## src/rtl/core/bsa_pkg.sv

```systemverilog
// Shared types and constants of the bitmap slot allocator.
package bsa_pkg;

	// Result codes
	typedef enum logic [2:0] {
		ST_ALLOC       = 3'd0,
		ST_TOO_LARGE   = 3'd1,
		ST_FULL        = 3'd2,
		ST_FREED       = 3'd3,
		ST_NULL        = 3'd4,
		ST_NOT_OWNED   = 3'd5,
		ST_DOUBLE_FREE = 3'd6
	} status_t;

	// Configuration register indexes
	localparam int unsigned CFG_IDX_W = 2;
	localparam logic [CFG_IDX_W-1:0] CFG_OBJECT_BYTES = 2'd0;
	localparam logic [CFG_IDX_W-1:0] CFG_SLOTS_IN_USE = 2'd1;
	localparam logic [CFG_IDX_W-1:0] CFG_POOL_BASE    = 2'd2;

	// Reset values of the configuration registers
	localparam logic [15:0] OBJECT_BYTES_RST = 16'd1;
	localparam logic [6:0]  SLOTS_IN_USE_RST = 7'd64;

	// Size of the slot store; the widths below are fixed to it
	localparam int MAX_SLOTS = 64;

	// Slot numbers and the divider: quotient bits, remainder width
	localparam int unsigned CNT_W = 7;
	localparam int unsigned REM_W = 23;
	localparam logic [2:0]  DIV_TOP_BIT = 3'd6;

	// Commands from the controller to the datapath
	typedef struct packed {
		logic load;
		logic eval;
		logic div;
		logic free_chk;
		logic search;
		logic mul;
		logic emit;
	} cmd_t;

	// Status from the datapath to the controller
	typedef struct packed {
		logic is_free;
		logic ev_final;
		logic div_last;
		logic hit;
		logic miss_end;
		logic out_free;
	} sts_t;

endpackage

```

## src/rtl/core/bsa_ifs.sv

```systemverilog
// Request and response channel interfaces of the slot allocator.
interface bsa_req_if;
	logic        valid;
	logic        ready;
	logic        func;
	logic [31:0] req_bytes;
	logic [31:0] free_addr;

	modport source (output valid, func, req_bytes, free_addr, input ready);
	modport sink (input valid, func, req_bytes, free_addr, output ready);
endinterface

interface bsa_rsp_if;
	logic        valid;
	logic        ready;
	logic [2:0]  status;
	logic [5:0]  slot_index;
	logic [31:0] slot_addr;
	logic [6:0]  used_slots;
	logic [31:0] bytes_allocated_total;
	logic [31:0] bytes_freed_total;
	logic [31:0] bytes_in_use;
	logic [31:0] alloc_count;
	logic [31:0] free_count;
	logic [31:0] fail_count;

	modport source (output valid, status, slot_index, slot_addr, used_slots,
		bytes_allocated_total, bytes_freed_total, bytes_in_use, alloc_count,
		free_count, fail_count, input ready);
	modport sink (input valid, status, slot_index, slot_addr, used_slots,
		bytes_allocated_total, bytes_freed_total, bytes_in_use, alloc_count,
		free_count, fail_count, output ready);
endinterface

```

## src/rtl/core/bitmap_slot_allocator_top.sv

```systemverilog
// Bitmap slot allocator: next-fit allocate and free over a pool of equal slots.
// Allocate: first check, the 7-step divider for the start slot, then a scan of s slots (1..pool size),
//   one bitmap probe a cycle; free: first check, the 7-step slot-number divider, then the bitmap check.
// Refused at the first check (too large, full, null, outside the pool): goes straight to the result.
// One item at a time; the next is taken once the result is in the output register.
// Reset clears the bitmap, counters and last slot and restores the configuration.
module bitmap_slot_allocator_top (
	input  logic                          clk,
	input  logic                          arst_n,
	input  logic                          cfg_we,
	input  logic [bsa_pkg::CFG_IDX_W-1:0] cfg_index,
	input  logic [31:0]                   cfg_wdata,
	bsa_req_if.sink                       req,
	bsa_rsp_if.source                     rsp
);

	bsa_pkg::cmd_t cmd;
	bsa_pkg::sts_t sts;

	bsa_ctrl u_ctrl (
		.clk       (clk),
		.arst_n    (arst_n),
		.req_valid (req.valid),
		.req_ready (req.ready),
		.sts       (sts),
		.cmd       (cmd)
	);

	bsa_dp u_dp (
		.clk             (clk),
		.arst_n          (arst_n),
		.cfg_we          (cfg_we),
		.cfg_index       (cfg_index),
		.cfg_wdata       (cfg_wdata),
		.in_func         (req.func),
		.in_req_bytes    (req.req_bytes),
		.in_free_addr    (req.free_addr),
		.cmd             (cmd),
		.sts             (sts),
		.out_ready       (rsp.ready),
		.out_valid       (rsp.valid),
		.out_status      (rsp.status),
		.out_slot_index  (rsp.slot_index),
		.out_slot_addr   (rsp.slot_addr),
		.out_used_slots  (rsp.used_slots),
		.out_bytes_alloc (rsp.bytes_allocated_total),
		.out_bytes_freed (rsp.bytes_freed_total),
		.out_bytes_live  (rsp.bytes_in_use),
		.out_alloc_cnt   (rsp.alloc_count),
		.out_free_cnt    (rsp.free_count),
		.out_fail_cnt    (rsp.fail_count)
	);

	// not ready again in the cycle after taking an item
	a_busy_after_accept: assert property (@(posedge clk) disable iff (!arst_n)
		req.valid && req.ready |=> !req.ready)
		else $error("request taken again straight after acceptance");

	// only a successful allocation carries an address
	a_addr_only_on_alloc: assert property (@(posedge clk) disable iff (!arst_n)
		rsp.valid && (rsp.status != 3'(bsa_pkg::ST_ALLOC)) |-> rsp.slot_addr == 32'd0)
		else $error("slot address on a result that is no allocation");

	// occupancy never exceeds the slot store
	a_used_bound: assert property (@(posedge clk) disable iff (!arst_n)
		rsp.valid |-> 32'(rsp.used_slots) <= 32'(bsa_pkg::MAX_SLOTS))
		else $error("used slot count above pool capacity");

endmodule

```

## src/rtl/core/bsa_ctrl.sv

```systemverilog
// Sequencing state machine of the slot allocator.
module bsa_ctrl (
	input  logic           clk,
	input  logic           arst_n,
	input  logic           req_valid,
	output logic           req_ready,
	input  bsa_pkg::sts_t  sts,
	output bsa_pkg::cmd_t  cmd
);

	typedef enum logic [6:0] {
		S_IDLE   = 7'b0000001,
		S_EVAL   = 7'b0000010,
		S_DIV    = 7'b0000100,
		S_FREE   = 7'b0001000,
		S_SEARCH = 7'b0010000,
		S_MUL    = 7'b0100000,
		S_RESP   = 7'b1000000
	} state_t;

	state_t state_q, state_nx;

	assign req_ready = (state_q == S_IDLE);

	// Commands follow the state
	always_comb begin
		cmd          = '0;
		cmd.load     = req_ready && req_valid;
		cmd.eval     = (state_q == S_EVAL);
		cmd.div      = (state_q == S_DIV);
		cmd.free_chk = (state_q == S_FREE);
		cmd.search   = (state_q == S_SEARCH);
		cmd.mul      = (state_q == S_MUL);
		cmd.emit     = (state_q == S_RESP) && sts.out_free;
	end

	// Next state
	always_comb begin
		state_nx = state_q;
		unique case (state_q)
			S_IDLE: begin
				if (req_valid) state_nx = S_EVAL;
			end
			S_EVAL: begin
				state_nx = sts.ev_final ? S_RESP : S_DIV;
			end
			S_DIV: begin
				if (sts.div_last) state_nx = sts.is_free ? S_FREE : S_SEARCH;
			end
			S_FREE: begin
				state_nx = S_RESP;
			end
			S_SEARCH: begin
				if (sts.hit) state_nx = S_MUL;
				else if (sts.miss_end) state_nx = S_RESP;
			end
			S_MUL: begin
				state_nx = S_RESP;
			end
			S_RESP: begin
				if (sts.out_free) state_nx = S_IDLE;
			end
			default: begin
				state_nx = S_IDLE;
			end
		endcase
	end

	always_ff @(posedge clk or negedge arst_n) begin
		if (!arst_n) state_q <= S_IDLE;
		else state_q <= state_nx;
	end

endmodule

```

## src/rtl/core/bsa_dp.sv

```systemverilog
// Datapath: configuration, bitmap, divider, slot scan, counters, result register.
module bsa_dp (
	input  logic                            clk,
	input  logic                            arst_n,
	input  logic                            cfg_we,
	input  logic [bsa_pkg::CFG_IDX_W-1:0]   cfg_index,
	input  logic [31:0]                     cfg_wdata,
	input  logic                            in_func,
	input  logic [31:0]                     in_req_bytes,
	input  logic [31:0]                     in_free_addr,
	input  bsa_pkg::cmd_t                   cmd,
	output bsa_pkg::sts_t                   sts,
	input  logic                            out_ready,
	output logic                            out_valid,
	output logic [2:0]                      out_status,
	output logic [5:0]                      out_slot_index,
	output logic [31:0]                     out_slot_addr,
	output logic [6:0]                      out_used_slots,
	output logic [31:0]                     out_bytes_alloc,
	output logic [31:0]                     out_bytes_freed,
	output logic [31:0]                     out_bytes_live,
	output logic [31:0]                     out_alloc_cnt,
	output logic [31:0]                     out_free_cnt,
	output logic [31:0]                     out_fail_cnt
);

	localparam int MAX_SLOTS = bsa_pkg::MAX_SLOTS;
	localparam int IW = $clog2(MAX_SLOTS);
	localparam int CW = bsa_pkg::CNT_W;
	localparam int RW = bsa_pkg::REM_W;

	// configuration
	logic [15:0] obj_q;
	logic [6:0]  slots_q;
	logic [31:0] base_q;

	// allocator state
	logic [MAX_SLOTS-1:0] map_q;
	logic [CW-1:0]        used_q;
	logic [CW-1:0]        last_q;
	logic [31:0]          alloc_sum_q, freed_sum_q, live_q;
	logic [31:0]          alloc_ev_q, free_ev_q, fail_ev_q;

	// item and working registers
	logic                 func_q;
	logic [31:0]          req_q, fa_q;
	logic [RW-1:0]        lim_q;
	logic [RW-1:0]        rem_q;
	logic [15:0]          dsr_q;
	logic [CW-1:0]        quo_q;
	logic [2:0]           bit_q;
	logic [CW-1:0]        scan_q, cnt_q;
	bsa_pkg::status_t     res_status_q;
	logic [CW-1:0]        res_idx_q;
	logic [RW-1:0]        prod_s1;
	logic                 out_valid_q;

	logic [15:0]   size_eff;
	logic [CW-1:0] cap_eff;
	logic [31:0]   off;
	logic          too_large, full, null_addr, not_own, ev_final;
	logic [RW-1:0] trial, rem_nx;
	logic          ge;
	logic [CW-1:0] quo_nx, scan_nx;
	logic          scan_free, miss_end, k_ok;

	// effective slot size and pool size
	assign size_eff = (obj_q == 16'd0) ? 16'd1 : obj_q;
	always_comb begin
		if (slots_q == 7'd0) cap_eff = 7'd1;
		else if (32'(slots_q) > 32'(MAX_SLOTS)) cap_eff = CW'(MAX_SLOTS);
		else cap_eff = slots_q;
	end

	// request checks
	assign off       = fa_q - base_q;
	assign too_large = req_q > 32'(size_eff);
	assign full      = used_q >= cap_eff;
	assign null_addr = (fa_q == 32'd0);
	assign not_own   = (fa_q < base_q) || (off >= 32'(lim_q));
	assign ev_final  = func_q ? (null_addr || not_own) : (too_large || full);

	// restoring divider, one quotient bit a cycle
	assign trial  = RW'(dsr_q) << bit_q;
	assign ge     = rem_q >= trial;
	assign rem_nx = ge ? (rem_q - trial) : rem_q;
	assign quo_nx = quo_q | (ge ? (CW'(1) << bit_q) : '0);

	// slot scan and free check
	assign scan_free = !map_q[IW'(scan_q)];
	assign scan_nx   = (scan_q + CW'(1) == cap_eff) ? '0 : scan_q + CW'(1);
	assign miss_end  = !scan_free && (cnt_q + CW'(1) == cap_eff);
	assign k_ok      = (quo_q < cap_eff) && map_q[IW'(quo_q)];

	always_comb begin
		sts          = '0;
		sts.is_free  = func_q;
		sts.ev_final = ev_final;
		sts.div_last = (bit_q == 3'd0);
		sts.hit      = scan_free;
		sts.miss_end = miss_end;
		sts.out_free = !out_valid_q || out_ready;
	end

	// working registers, no reset needed
	always_ff @(posedge clk) begin
		lim_q <= RW'(size_eff) * RW'(cap_eff);
		if (cmd.load) begin
			func_q <= in_func;
			req_q  <= in_req_bytes;
			fa_q   <= in_free_addr;
		end
		if (cmd.eval) begin
			res_idx_q <= '0;
			if (func_q) res_status_q <= null_addr ? bsa_pkg::ST_NULL : bsa_pkg::ST_NOT_OWNED;
			else res_status_q <= too_large ? bsa_pkg::ST_TOO_LARGE : bsa_pkg::ST_FULL;
			rem_q <= func_q ? off[RW-1:0] : RW'(last_q) + RW'(1);
			dsr_q <= func_q ? size_eff : 16'(cap_eff);
			quo_q <= '0;
			bit_q <= bsa_pkg::DIV_TOP_BIT;
		end
		if (cmd.div) begin
			rem_q <= rem_nx;
			quo_q <= quo_nx;
			bit_q <= bit_q - 3'd1;
			scan_q <= rem_nx[CW-1:0];
			cnt_q  <= '0;
		end
		if (cmd.search) begin
			if (scan_free) begin
				res_status_q <= bsa_pkg::ST_ALLOC;
				res_idx_q    <= scan_q;
			end else if (miss_end) begin
				res_status_q <= bsa_pkg::ST_FULL;
			end
			scan_q <= scan_nx;
			cnt_q  <= cnt_q + CW'(1);
		end
		if (cmd.free_chk) begin
			res_status_q <= k_ok ? bsa_pkg::ST_FREED : bsa_pkg::ST_DOUBLE_FREE;
			res_idx_q    <= k_ok ? quo_q : '0;
		end
		if (cmd.mul) prod_s1 <= RW'(res_idx_q) * RW'(size_eff);
		if (cmd.emit) begin
			out_status      <= res_status_q;
			out_slot_index  <= res_idx_q[5:0];
			out_slot_addr   <= (res_status_q == bsa_pkg::ST_ALLOC) ?
				base_q + 32'(prod_s1) : 32'd0;
			out_used_slots  <= used_q;
			out_bytes_alloc <= alloc_sum_q;
			out_bytes_freed <= freed_sum_q;
			out_bytes_live  <= live_q;
			out_alloc_cnt   <= alloc_ev_q;
			out_free_cnt    <= free_ev_q;
			out_fail_cnt    <= fail_ev_q;
		end
	end

	// configuration, bitmap and counters
	always_ff @(posedge clk or negedge arst_n) begin
		if (!arst_n) begin
			obj_q       <= bsa_pkg::OBJECT_BYTES_RST;
			slots_q     <= bsa_pkg::SLOTS_IN_USE_RST;
			base_q      <= '0;
			map_q       <= '0;
			used_q      <= '0;
			last_q      <= '0;
			alloc_sum_q <= '0;
			freed_sum_q <= '0;
			live_q      <= '0;
			alloc_ev_q  <= '0;
			free_ev_q   <= '0;
			fail_ev_q   <= '0;
			out_valid_q <= 1'b0;
		end else begin
			if (cfg_we) begin
				unique case (cfg_index)
					bsa_pkg::CFG_OBJECT_BYTES: obj_q <= cfg_wdata[15:0];
					bsa_pkg::CFG_SLOTS_IN_USE: slots_q <= cfg_wdata[6:0];
					bsa_pkg::CFG_POOL_BASE:    base_q <= cfg_wdata;
					default: ;
				endcase
			end
			// failed allocations
			if ((cmd.eval && ev_final && !func_q) || (cmd.search && miss_end))
				fail_ev_q <= fail_ev_q + 32'd1;
			// slot found
			if (cmd.search && scan_free) begin
				map_q[IW'(scan_q)] <= 1'b1;
				used_q      <= used_q + CW'(1);
				last_q      <= scan_q;
				alloc_sum_q <= alloc_sum_q + 32'(size_eff);
				live_q      <= live_q + 32'(size_eff);
				alloc_ev_q  <= alloc_ev_q + 32'd1;
			end
			// slot released
			if (cmd.free_chk && k_ok) begin
				map_q[IW'(quo_q)] <= 1'b0;
				if (used_q != '0) used_q <= used_q - CW'(1);
				freed_sum_q <= freed_sum_q + 32'(size_eff);
				live_q      <= live_q - 32'(size_eff);
				free_ev_q   <= free_ev_q + 32'd1;
			end
			// result register
			if (cmd.emit) out_valid_q <= 1'b1;
			else if (out_ready) out_valid_q <= 1'b0;
		end
	end

	assign out_valid = out_valid_q;

endmodule
```

## src/flat_wrapper.sv

```systemverilog
// flat-port wrapper written by rule: the top's interface ports become plain ports
module bitmap_slot_allocator_top_flat 
  (clk, arst_n, cfg_we, cfg_index, cfg_wdata, req_valid, req_func, req_req_bytes, req_free_addr, req_ready, rsp_valid, rsp_status, rsp_slot_index, rsp_slot_addr, rsp_used_slots, rsp_bytes_allocated_total, rsp_bytes_freed_total, rsp_bytes_in_use, rsp_alloc_count, rsp_free_count, rsp_fail_count, rsp_ready);
  bsa_req_if req_i ();
  bsa_rsp_if rsp_i ();
  input  logic clk;
  input  logic arst_n;
  input  logic cfg_we;
  input  logic [bsa_pkg::CFG_IDX_W-1:0] cfg_index;
  input  logic [31:0] cfg_wdata;
  input wire logic [$bits(req_i.valid)-1:0] req_valid;
  input wire logic [$bits(req_i.func)-1:0] req_func;
  input wire logic [$bits(req_i.req_bytes)-1:0] req_req_bytes;
  input wire logic [$bits(req_i.free_addr)-1:0] req_free_addr;
  output wire logic [$bits(req_i.ready)-1:0] req_ready;
  output wire logic [$bits(rsp_i.valid)-1:0] rsp_valid;
  output wire logic [$bits(rsp_i.status)-1:0] rsp_status;
  output wire logic [$bits(rsp_i.slot_index)-1:0] rsp_slot_index;
  output wire logic [$bits(rsp_i.slot_addr)-1:0] rsp_slot_addr;
  output wire logic [$bits(rsp_i.used_slots)-1:0] rsp_used_slots;
  output wire logic [$bits(rsp_i.bytes_allocated_total)-1:0] rsp_bytes_allocated_total;
  output wire logic [$bits(rsp_i.bytes_freed_total)-1:0] rsp_bytes_freed_total;
  output wire logic [$bits(rsp_i.bytes_in_use)-1:0] rsp_bytes_in_use;
  output wire logic [$bits(rsp_i.alloc_count)-1:0] rsp_alloc_count;
  output wire logic [$bits(rsp_i.free_count)-1:0] rsp_free_count;
  output wire logic [$bits(rsp_i.fail_count)-1:0] rsp_fail_count;
  input wire logic [$bits(rsp_i.ready)-1:0] rsp_ready;
  assign req_i.valid = req_valid;
  assign req_i.func = req_func;
  assign req_i.req_bytes = req_req_bytes;
  assign req_i.free_addr = req_free_addr;
  assign req_ready = req_i.ready;
  assign rsp_valid = rsp_i.valid;
  assign rsp_status = rsp_i.status;
  assign rsp_slot_index = rsp_i.slot_index;
  assign rsp_slot_addr = rsp_i.slot_addr;
  assign rsp_used_slots = rsp_i.used_slots;
  assign rsp_bytes_allocated_total = rsp_i.bytes_allocated_total;
  assign rsp_bytes_freed_total = rsp_i.bytes_freed_total;
  assign rsp_bytes_in_use = rsp_i.bytes_in_use;
  assign rsp_alloc_count = rsp_i.alloc_count;
  assign rsp_free_count = rsp_i.free_count;
  assign rsp_fail_count = rsp_i.fail_count;
  assign rsp_i.ready = rsp_ready;
  bitmap_slot_allocator_top u_core (.clk(clk), .arst_n(arst_n), .cfg_we(cfg_we), .cfg_index(cfg_index), .cfg_wdata(cfg_wdata), .req(req_i), .rsp(rsp_i));
endmodule
```

## config.mk

```make
export PLATFORM = sky130hd
export DESIGN_NAME = bitmap_slot_allocator_top_flat
export DESIGN_NICKNAME = d
export VERILOG_FILES = /design/src/rtl/core/bsa_pkg.sv /design/src/rtl/core/bsa_ifs.sv /design/src/rtl/core/bitmap_slot_allocator_top.sv /design/src/rtl/core/bsa_ctrl.sv /design/src/rtl/core/bsa_dp.sv /design/src/flat_wrapper.sv
export SDC_FILE = /design/constraint.sdc
export NUM_CORES = 2
export LEC_CHECK = 0
export BUFFER_PORTS_ARGS = -buffer_cell sky130_fd_sc_hd__clkbuf_2
export CAP_MARGIN = 10
export CORE_UTILIZATION = 55
export CTS_BUF_LIST = sky130_fd_sc_hd__clkbuf_4 sky130_fd_sc_hd__clkbuf_8 sky130_fd_sc_hd__clkbuf_16
export DETAILED_ROUTE_END_ITERATION = 10
export GPL_TIMING_DRIVEN = 0
export PLACE_DENSITY = 0.83
export REMOVE_ABC_BUFFERS = 1
export SYNTH_ARGS = -nofsm -noshare
export SYNTH_HDL_FRONTEND = slang
export SYNTH_SLANG_ARGS = --single-unit
```

## constraint.sdc

```tcl
create_clock -name clk -period 12.8 [get_ports clk]
set_input_delay 1.92 -clock clk [delete_from_list [all_inputs] [get_ports clk]]
set_output_delay 1.92 -clock clk [all_outputs]
set_load 0.005 [all_outputs]
```

# Word level (Yosys, flattened, before mapping)
# Cells that the tools add are included.
[totals]
reg_bits = 757
out_inout_bits = 242
[classes]
addsub = 16
n_mul = 2
n_lt_le_gt_ge = 11
eq_ne = 16
shift = 2
muxes = 58
n_bitwise = 4
reduce_logical = 36
[op_table]
columns = ["operator", "n"]
rows = [
  ["$mux 7", 25],
  ["$mux 64", 2],
  ["$add 32x1->32 const B", 3],
  ["$add 32x16->32", 3],
  ["$mux 23", 4],
  ["$and 64x64->64", 1],
  ["$mux 32", 2],
  ["$not 64->64", 1],
  ["$or 64x64->64", 1],
  ["$pmux 7 s6", 1],
  ["$add 32x23->32", 1],
  ["$ge 32x23->1", 1],
  ["$gt 32x16->1", 1],
  ["$logic_not 32->1", 1],
  ["$lt 32x32->1", 1],
  ["$sub 32x16->32", 1],
  ["$sub 32x32->32", 1],
  ["$mux 3", 9],
  ["$ge 23x23->1", 1],
  ["$mul 16x7->23", 1],
  ["$mul 7x16->23", 1],
  ["$shl 16x3->23", 1],
  ["$sub 23x23->23", 1],
  ["$add 7x1->7 const B", 3],
  ["40 further kinds", 78],
]

# Longest topological paths before layout
[depth]
ltp_word = 10
mapped_depth = 28

# Modules after synthesis
# A second synthesis with hierarchy kept.
[hier_totals]
cells_unflattened = 4192
area_unflattened_um2 = 45102.0
[modules_own_cells]
columns = ["mod", "n_inst", "cells_per_inst", "area_each_um2", "seq_area_each_um2"]
rows = [
  ["bsa_dp", 1, 4134, 44554.0, 20562.2],
  ["bsa_ctrl", 1, 58, 548.0, 176.4],
]

# Worst setup path after synthesis
# No wires, ideal clock.
[synth_path]
path_kind = "input -> register"
start = "input rsp_ready"
end = "register u_core.u_dp.out_alloc_cnt[0], enable pin"
arrival_time_ns = 12.576
t_required_ns = 11.928
setup_slack_ns = -0.648
path_stages = 2
cell_sequence = "nand2b_1 nor2b_1"
[synth_lines]
columns = ["item", "line_no", "rtl"]
rows = [
  ["start, declared", "flat_wrapper.sv:27", "input wire logic [$bits(rsp_i.ready)-1:0] rsp_ready;"],
  ["end signal, assigned", "bsa_dp.sv:153", "out_alloc_cnt <= alloc_ev_q;"],
  ["end, declared", "bsa_dp.sv:22", "output logic [31:0] out_alloc_cnt,"],
]

# Worst setup path in the final report
[layout_path]
start = "register u_core.u_dp.obj_q[8]"
end = "register u_core.u_dp.lim_q[21]"
[layout_via]
elab_chain_cells = 3
[layout_rtl]
columns = ["item", "line_no", "rtl"]
rows = [
  ["start, declared", "bsa_dp.sv:33", "logic [15:0] obj_q;"],
  ["start signal, assigned", "bsa_dp.sv:162", "obj_q <= bsa_pkg::OBJECT_BYTES_RST;"],
  ["start signal, assigned", "bsa_dp.sv:178", "bsa_pkg::CFG_OBJECT_BYTES: obj_q <= cfg_wdata[15:0];"],
  ["$logic_not 16->1", "bsa_dp.sv:68", "assign size_eff = (obj_q == 16'd0) ? 16'd1 : obj_q;"],
  ["$mux 16 *", "bsa_dp.sv:68", ""],
  ["$mul 16x7->23 *", "bsa_dp.sv:107", "lim_q <= RW'(size_eff) * RW'(cap_eff);"],
  ["end signal, assigned", "bsa_dp.sv:107", ""],
  ["end, declared", "bsa_dp.sv:47", "logic [RW-1:0] lim_q;"],
]
# Every way passes the cells marked *; elsewhere a longest branch is shown, timed or not.
# A chain may end at the register's enable or synchronous reset.

==> flow_metrics.py <==
metrics = {
    "status": {
        "status": "finished clean",
    },
    "synth": {
        "synth_edf_count": 391,
        "synth_top_cell_by_area": "edfxtp_1",
        "synthSimpleGateAreaFrac": 0.1378,
        "synthMuxAreaShare": 0.04553,
        "synth_compound_area_frac": 0.1104,
        "synthArstFlopShare": 0.4399,
        "synth_top_area_frac": 0.2624,
        "syn_area_um2": 44740,
        "synth_area_leaders": "edfxtp_1, dfrtp_1, ha_1",
        "synth_xor_area_frac": 0.06088,
        "ys_warn_count": 0,
        "ys.flop_type": "edfxtp_1",
        "synth.avg_cell_area_um2": 10.84,
        "ys_seq_elements": 757,
        "netlist_instances": 4127,
        "synth_top_family_by_area": "adder cells",
        "synthAdderAreaFrac": 0.1455,
        "synth_seq_area_share": 0.4635,
        "synthDistinctLibCells": 83,
    },
    "min_path": {
        "min_path_type": "flop to flop",
    },
    "cells_and_area": {
        "final_cell_mix": "edfxtp_1, clkbuf_2, dfrtp_1",
        "layout.area.seq_um2": 20740,
        "layout-drive-gt1-share": 0.1509,
        "mostFrequentLayoutCell": "edfxtp_1",
        "fin_nets": 4979,
        "multi_input_area_um2": 22440,
        "fillers": 6131,
        "instances_no_fill": 5571,
        "areaGrowthSynthToFinish_pct": 12.90,
    },
    "floorplan": {
        "die_w_um": 287.2,
        "design.portCount": 346,
        "coreArea_um2": 80550,
        "rows": 104,
        "die_h_um": 287.2,
        "start_util": 0.5554,
        "die_area_um2": 82490,
    },
    "cts": {
        "htree_num_levels": 3,
        "postCtsSetupRepairBufs": 0,
        "cts_hold_buf": 0,
        "cts_tree": "yes",
        "clockBufferDepth": 3,
        "cts.sinks": 757,
        "insertion_delay_ps": 640,
        "path_clk_slew_ps": 60,
        "numCtsBuffers": 78,
        "root_buffer": "clkbuf_16",
        "cts_resized": 0,
    },
    "sta": {
        "slew_violations": 0,
        "finalWorstSetupSlack_ps": 4494,
        "fin_skew_ps": 21.10,
        "setup_violations": 0,
        "post-route-period-util": 0.6489,
        "maxSlewHeadroom": 0.1845,
        "max_freq_mhz": 120.4,
        "worst_slew_pin_slew_ps": 1192,
        "hold_viol_final": 0,
        "rsz0062_at_grt": "no",
        "period_needed_ps": 8306,
    },
    "global_routing": {
        "grt_max_degree": 101,
        "grt-ovfl-total": 0,
        "grt_usage": 0.2882,
        "antenna_found_initial": 12,
        "grt_pass1_vias": 33570,
        "grt_pass1_wl_um": 185000,
    },
    "power": {
        "power.static_leakage_nw": 22.50,
        "p_per_area_nw_per_um2": 155.5,
        "irDropWorstVdd_mv": 0.1086,
    },
    "job": {
        "maxCapViolations": 0,
    },
    "placed_design": {
        "gp_congestion": 0.9647,
        "dp_cells": 5417,
        "hpwl_um": 87770,
        "io_buffers": 345,
        "pre_cts_slack_ps": 4711,
    },
    "detailed_routing": {
        "drt-initial-drc-count": 3018,
        "drt-total-wl_um": 119400,
        "vias": 33820,
        "post_drt_wl_per_cell_um": 21.43,
        "dr.pass1.iters": 6,
        "post-route-drc-count": 0,
        "via_per_inst": 6.071,
        "ant_nets": 0,
    },
    "critical_path": {
        "startpoint_type": "flop",
        "path_class": "flop to flop",
        "critPathCaptureType": "flop",
        "path_max_fanout": 15,
        "rrSetupSlack_ps": 4490,
        "required_ps": 13310,
        "cp.arrival_ps": 8820,
    },
}
## final cells by class
cell class | instances | share of cell area
sequential | 757 | 0.4106
tap | 1060 | 0.02626
multi-input combinational | 2946 | 0.4442
timing repair buffer | 381 | 0.04716
clock inverter | 54 | 0.009338
inverter | 277 | 0.02058
clock buffer | 92 | 0.04169
antenna | 4 | 0.0001982
## sequential cells by signal, summed over array words and instances, names as in the netlist, 23 cells and up
signal,flops
u_core.u_dp.alloc_ev_q,32
u_core.u_dp.alloc_sum_q,32
u_core.u_dp.base_q,32
u_core.u_dp.fa_q,32
u_core.u_dp.fail_ev_q,32
u_core.u_dp.free_ev_q,32
u_core.u_dp.freed_sum_q,32
u_core.u_dp.lim_q,23
u_core.u_dp.live_q,32
u_core.u_dp.map_q,64
u_core.u_dp.out_alloc_cnt,32
u_core.u_dp.out_bytes_alloc,32
u_core.u_dp.out_bytes_freed,32
u_core.u_dp.out_bytes_live,32
u_core.u_dp.out_fail_cnt,32
u_core.u_dp.out_free_cnt,32
u_core.u_dp.out_slot_addr,32
u_core.u_dp.prod_s1,23
u_core.u_dp.rem_q,23
u_core.u_dp.req_q,32
## Yosys cell counts, types with 45 or more instances
master	number
xnor2_1	205
fa_1	144
nand2_1	309
nand4_1	45
ha_1	290
and3_1	52
nor3_1	82
dfrtp_1	330
mux2i_1	46
a21oi_1	312
nand3_1	108
clkbuf_1	106
a21o_1	87
xor2_1	106
nor2_1	297
o21ai_0	165
and2_1	123
inv_1	260
mux2_2	86
edfxtp_1	391
## report_power, final
part           internal (mW)  total [mW]  switching [mW]  leakage [nW]
clock network           1.28        2.28            1.01          1.25
logic                  0.968        2.44            1.47          13.1
registers               2.89        3.13           0.239          8.19
## metrics by stage
stage | total power [mW] | instance area (um2) | TNS [ps] | hold slack, ps | util
after detailed placement | 5.560 | 47870 | 0 | 439.8 | 0.5943
after global routing | 8.255 | 50500 | 0 | 460.6 | 0.6270
after global placement | 5.512 | 47210 | -1334500 | 430.8 | 0.5861
final | 7.856 | 50510 | 0 | 458.6 | 0.6271
after floorplan | 4.769 | 44150 | -155400 | 424.9 | -
after CTS | 7.849 | 50450 | 0 | 454.8 | 0.6263
## cell families (layout without fill, tap and decap cells)
| logic type | Yosys count | in the layout |
|---|---|---|
| xor+xnor | 311 | 311 |
| buf+inv | 424 | 804 |
| flops | 757 | 757 |
| mux | 159 | 159 |
| fa+ha+maj | 434 | 434 |
| other cells | 0 | 4 |
| compound gates | 813 | 813 |
| simple gates | 1229 | 1229 |
## path summary, 6_finish.rpt
kind                                                            start                                       to  cells past startpoint
worst min register to register  u_core.u_dp.free_ev_q[30]$_DFFE_PN0N_   u_core.u_dp.out_free_cnt[30]$_DFFE_PP_                      0
min in group asynchronous                                      arst_n  u_core.u_dp.alloc_sum_q[26]$_DFFE_PN0P_                      1
worst max register to register       u_core.u_dp.obj_q[8]$_DFFE_PN0P_            u_core.u_dp.lim_q[21]$_DFF_P_                     26
max in group asynchronous                                      arst_n   u_core.u_dp.alloc_ev_q[16]$_DFFE_PN0P_                      3
worst min-delay path            u_core.u_dp.free_ev_q[30]$_DFFE_PN0N_   u_core.u_dp.out_free_cnt[30]$_DFFE_PP_                      0
worst max-delay path                 u_core.u_dp.obj_q[8]$_DFFE_PN0P_            u_core.u_dp.lim_q[21]$_DFF_P_                     26
## critical path, cell delays in order (launching register included)
cell	delay [ps]
dfrtp_1	700
inv_1	480
nand4_1	230
nor4_1	310
and2_1	410
a21o_1	740
inv_1	450
nor2_1	210
ha_1	170
inv_1	50
fa_1	490
inv_1	50
fa_1	520
inv_1	60
fa_1	530
inv_1	40
ha_1	350
a21o_1	180
a31oi_1	280
a211oi_1	180
o311a_1	400
o21a_1	190
o21a_1	190
or4_1	450
a41oi_1	250
o21bai_1	100
xor2_1	160
## layer usage
layer / GRT usage / routed length [um] / part of all wire / up-vias
met4: 0.1307 / 5562 / 0.047 / 8
met5: 0 / 43 / 0.00036 / -
met1: 0.3660 / 46200 / 0.39 / 16530
li1: - / - / - / 15350
met3: 0.05246 / 10220 / 0.086 / 387
met2: 0.4802 / 57360 / 0.48 / 1548
(Power assumes the default switching activity.)
